[config.mk]
export PLATFORM = sky130hd
export DESIGN_NAME = gig_ctrl
export DESIGN_NICKNAME = d
export VERILOG_FILES = /design/src/hdl/gig_pkg.sv /design/src/hdl/gig_ctrl.sv
export SDC_FILE = /design/constraint.sdc
export NUM_CORES = 1
export LEC_CHECK = 0
export BUFFER_PORTS_ARGS = -buffer_cell sky130_fd_sc_hd__buf_2
export CAP_MARGIN = 20
export CORE_AREA = 2 2 39 41
export DETAILED_ROUTE_END_ITERATION = 10
export DIE_AREA = 0 0 41 43
export GPL_TIMING_DRIVEN = 0
export PLACE_DENSITY = 0.41
export SYNTH_ARGS = -nofsm -noshare
export SYNTH_HDL_FRONTEND = slang
export SYNTH_SLANG_ARGS = --single-unit
export TNS_END_PERCENT = 50
[constraint.sdc]
create_clock -name clk -period 1.3 [get_ports clk]
set_clock_uncertainty 0.15 [all_clocks]
set_input_delay 0.065 -clock clk [delete_from_list [all_inputs] [get_ports clk]]
set_output_delay 0.065 -clock clk [all_outputs]
set_load 0.02 [all_outputs]
[src/hdl/gig_pkg.sv]
// ----------------------------------------------------------------------------
// gig_pkg
// shared types and constants of the greedy interval grouping block
// ----------------------------------------------------------------------------
package gig_pkg;

    localparam int BOUND_W = 32;
    localparam int TAG_W   = 16;
    localparam int CNT_W   = 13;
    localparam int IN_W    = 80;
    localparam int OUT_W   = 64;

    typedef enum logic [2:0] {
        ST_IDLE,
        ST_SCAN,
        ST_WAIT,
        ST_DECIDE,
        ST_OUT
    } state_t;

    typedef struct packed {
        logic load;
        logic scan_rd;
        logic decide;
    } cmd_t;

    typedef struct packed {
        logic fast;
        logic scan_done;
    } status_t;

endpackage

[src/hdl/gig_ctrl.sv]
// ----------------------------------------------------------------------------
// gig_ctrl
// controller sequencing load, table scan, decision and result transfer
// ----------------------------------------------------------------------------
module gig_ctrl
(
    input  logic             clk,
    input  logic             rst_n,
    input  logic             in_valid,
    output logic             in_ready,
    output logic             out_valid,
    input  logic             out_ready,
    output gig_pkg::cmd_t    cmd,
    input  gig_pkg::status_t status
);
    import gig_pkg::*;

    state_t state_reg;
    state_t state_next;

    always_ff @(posedge clk or negedge rst_n)
    begin
        if (!rst_n)
        begin
            state_reg <= ST_IDLE;
        end
        else
        begin
            state_reg <= state_next;
        end
    end

    always_comb
    begin
        state_next = state_reg;
        unique case (state_reg)
            ST_IDLE:
            begin
                if (in_valid)
                begin
                    state_next = ST_SCAN;
                end
            end
            ST_SCAN:
            begin
                if (status.fast)
                begin
                    state_next = ST_DECIDE;
                end
                else
                begin
                    state_next = ST_WAIT;
                end
            end
            ST_WAIT:
            begin
                if (status.scan_done)
                begin
                    state_next = ST_DECIDE;
                end
            end
            ST_DECIDE:
            begin
                state_next = ST_OUT;
            end
            ST_OUT:
            begin
                if (out_ready)
                begin
                    state_next = ST_IDLE;
                end
            end
            default:
            begin
                state_next = ST_IDLE;
            end
        endcase
    end

    always_comb
    begin
        in_ready    = (state_reg == ST_IDLE);
        out_valid   = (state_reg == ST_OUT);
        cmd.load    = (state_reg == ST_IDLE) && in_valid;
        cmd.scan_rd = (state_reg == ST_SCAN) || (state_reg == ST_WAIT);
        cmd.decide  = (state_reg == ST_DECIDE);
    end

endmodule

## Yosys cells after proc, flatten, opt, wreduce, memory -nomap -nowiden

Index checks and enable logic that the tools add are counted.

- Register bits: 3
- Output and inout port bits: 5

- Equality and inequality tests: 7
- Muxes and demuxes: 5
- Reduce and logical (&&, ||, !) cells: 4

Operators with widths:

| kind | number |
|---|---|
| one-hot mux 3 bit (5 select lines) | 1 |
| two-way mux 3 bit | 3 |
| equality test 3 x 2 -> 1 bit (second input constant) | 2 |
| inequality test 2 bit (second input constant) | 2 |
| equality test 3 x 1 -> 1 bit (second input constant) | 1 |
| equality test 3 bit (second input constant) | 1 |
| logical NOT 3 bit | 1 |
| AND reduction 3 bit | 1 |
| inequality test 2 x 1 -> 1 bit (second input constant) | 1 |
| logical AND 1 bit | 1 |
| logical OR 1 bit | 1 |
| two-way mux 1 bit | 1 |

## Logic depth before layout (Yosys ltp)

- Depth in word-level cells: 3
- Mapped depth: 3
- Depth with buffers taken out: 3

## Worst setup path after synthesis

Ideal clock, no wire load.

- Path kind: reg-to-output
- Start: register state_reg[1]
- End: output cmd[2] (netlist bit)
- Arrival time: 1308 ps
- Path slack: -223 ps
- Stages on the path, launching flop included: 3
- Path buffers: 0
- Cells stage by stage: dfrtp_1 > nor3_1 > and2_1

RTL lines:

| item | line | text |
|---|---|---|
| start, declared | gig_ctrl.sv:18 | `state_t state_reg;` |
| start signal, assigned | gig_ctrl.sv:29 | `state_reg <= state_next;` |
| end, declared | gig_ctrl.sv:13 | `output gig_pkg::cmd_t cmd,` |

==> summary.md <==
| Metric | Value |
|---|---|
| P&R area growth vs syn | 124% |
| Chip width | 41 um |
| R2R cell count | 3 |
| Cell Area, Synth | 169 sq um |
| First-pass GRT wire length | 834 um |
| Worst Path Arrival | 1.13 ns |
| TritonCTS buffer count | 3 |
| Final setup violating endpoints | 4 |
| RSZ-0062 raised after global routing | true |
| Clk slew on worst S/H paths | 0.04 ns |
| Post-synthesis sequential area ratio | 0.444 |
| Tmin final | about 1.3 ns |
| Comb power frac | 0.577 |
| Crit share post-route | 1.04 |
| Max reg flops | 3 |
| Yosys warns | 0 |
| WHS | approximately 0.039 ns |
| Drt first pass iters | 2 |
| Via-to-Cell Ratio | 3.69 |
| H-Tree Depth | 1 |
| Die area | 1760 sq um |
| Reg power frac | 0.250 |
| CTS tree | built |
| Total GRT Usage | 0.0755 |
| Final RePlAce weighted congestion | 0.651 |
| Switching Share | 0.416 |
| Area of the multi-input gates | 116 sq um |
| Placed Cells | 44 |
| Post-route ant nets | 0 |
| Sw Pwr | 0.396 mW |
| Highest routed layer | met4 |
| Routed WL | 500 um |
| Crit path max fanout | 5 |
| Grt total ovfl | 0 |
| Most common cell after layout, fill and taps aside | buf_4 |
| Gate Count Post-Synth | 18 |
| Slew Limit Headroom | 0.874 |
| Violated checks | setup timing |
| P_leak | 0.184 nW |
| Largest net degree at the start of global routing | 6 |
| Clock root buffer | clkbuf_4 |
| Met2 WL | 212 um |
| FP Rows | 14 |
| Post-route DRC | 0 |
| Clk sinks | 3 |
| Power share of the clock group | 0.173 |
| Most frequent cells in the layout | buf_4, buf_2, dlygate4sd3_1, clkbuf_4, dfrtp_2 |
| I/O pin count | 11 |
| Clk buf depth | 2 |
| Power Dens Cells | 2510 nW/um^2 |
| Layout Nets | 46 |
| FMAX | between 700 and 800 MHz |
| Critical path class | reg2out |
| Unique masters post-synth | 13 |
| Max-cap check violation count | 0 |
| Required time at the worst-slack endpoint | 1.09 ns |
| Core Area | 1380 sq um |
| FF-to-FF setup slack | 0.06 ns |
| Antenna Cells | 0 |
| Synthesized area per cell | 9.38 sq um |
| Mapped Nets | 24 |
| HPWL after detailed placement | 311 um |
| Outcome | complete, but fails checks |
| Final hold violation count | 0 |
| Storage element area | between 70 and 80 sq um |
| Post-detailed-route wirelength per cell | a little over 9 um |
| Synth Register Bits | 3 |
| WHS Path Cells | 3 |
| Initial Util | 0.122 |
| Setup crit end kind | output pin |
| DR vias | a little over 200 |
| Fin worst setup slack | -0.0463 ns |
| Layout cell share with drive strength beyond 1 | 0.692 |
| Height of the chip | between 40 and 50 um |
| Metal3 WL | 52 um |
| Non-Filler Instances | 55 |
| Internal | 0.555 mW |
| Vias in the first global route | 215 |
| # fillers | 150 |
| Worst VDD drop | 0.728 mV |
| Skew-Pair Late Insertion Delay | 0.23 ns |
| Max Slew Vio Count | 0 |
| Kind of start point of the critical path | flip-flop |
| Metal-1 WL | 221 um |
| Worst hold path type | in2reg |
| Initial antenna violation count | 0 |
| Slew @ Worst Pin | 0.188 ns |
| Port bufs | 10 |
| Initial DRC Count | 2 |
-- worst max-delay path: stages, from the launching register on --
cell     delay [ns]
dfrtp_2        0.46
nor3_4         0.18
and2_4         0.16
buf_6          0.10
-- power by group through the flow --
stage	sequential [mW]	combinational, mW	clock (mW)
2_1_floorplan	0.215	0.271	0
3_3_place_gp	0.233	0.370	0
3_5_place_dp	0.232	0.374	0
4_1_cts	0.228	0.473	0.174
5_1_grt	0.250	0.606	0.189
6_report	0.238	0.549	0.164
-- final timing paths --
path	to	start
max in group asynchronous	state_reg[1]	rst_n
max reg2reg	state_reg[0]	state_reg[0]
min	state_reg[0]	status[1]
min reg2reg	state_reg[0]	state_reg[2]
max	cmd[2]	state_reg[1]
min in group asynchronous	state_reg[2]	rst_n
-- area by class of cell --
class,count,share of cell area
inverter,1,0.00990
tap,16,0.0528
sequential,3,0.208
clock buffer,4,0.0693
multi-input combinational,13,0.307
buffer,1,0.0198
timing repair buffer,17,0.333
-- layer usage --
metal | up-vias | GRT usage
met1 | 87 | 0.0809
met4 | 0 | 0.0800
met2 | 13 | 0.109
met3 | 2 | 0.0157
met5 | - | 0
li1 | 101 | -
-- metrics by stage --
| stage | power, mW | util | setup TNS, ns | area [sq um] | setup slack, ns |
|---|---|---|---|---|---|
| finish | 0.950 | 0.274 | -0.101 | 379 | -0.0463 |
| global route | 1.04 | 0.274 | -0.465 | 379 | -0.119 |
| CTS | 0.875 | 0.255 | -0.123 | 353 | -0.0491 |
| detailed placement | 0.605 | 0.181 | 0 | 250 | 0.105 |
| global placement | 0.603 | 0.181 | 0 | 250 | 0.0964 |
| floorplan | 0.487 | - | 0 | 180 | 0.0502 |
-- Yosys cell counts --
| library cell | count | area [sq um] |
|---|---|---|
| a21o_1 | 1 | 7.51 |
| nor2b_1 | 1 | 6.26 |
| dfrtp_1 | 3 | 75.1 |
| nand2b_1 | 1 | 6.26 |
| xnor2_1 | 1 | 8.76 |
| nor3b_2 | 1 | 12.5 |
| and2_1 | 1 | 6.26 |
| nor3_1 | 1 | 5.00 |
| buf_4 | 1 | 7.51 |
| nand2_1 | 1 | 3.75 |
| a211oi_1 | 2 | 15.0 |
| nor2_1 | 3 | 11.3 |
| inv_1 | 1 | 3.75 |
-- kinds of logic (layout without fill, tap and decap cells) --
logic type / Yosys count / count (layout) / synth area share
flops: 3 / 3 / 0.444
simple gates: 9 / 9 / 0.304
buf+inv: 2 / 23 / 0.0667
compound gates: 3 / 3 / 0.133
xor+xnor: 1 / 1 / 0.0519
-- timing repair --
action                     4_1_cts  5_1_grt
setup endpoints to repair        5        6
gates cloned                     0        0
setup buffers                    3        0
hold buffers                     4        0
gates resized for setup          7        6
hold endpoints to repair         5        0
pin swaps                        1        3
Note: power is estimated with default switching activity, not from simulation.
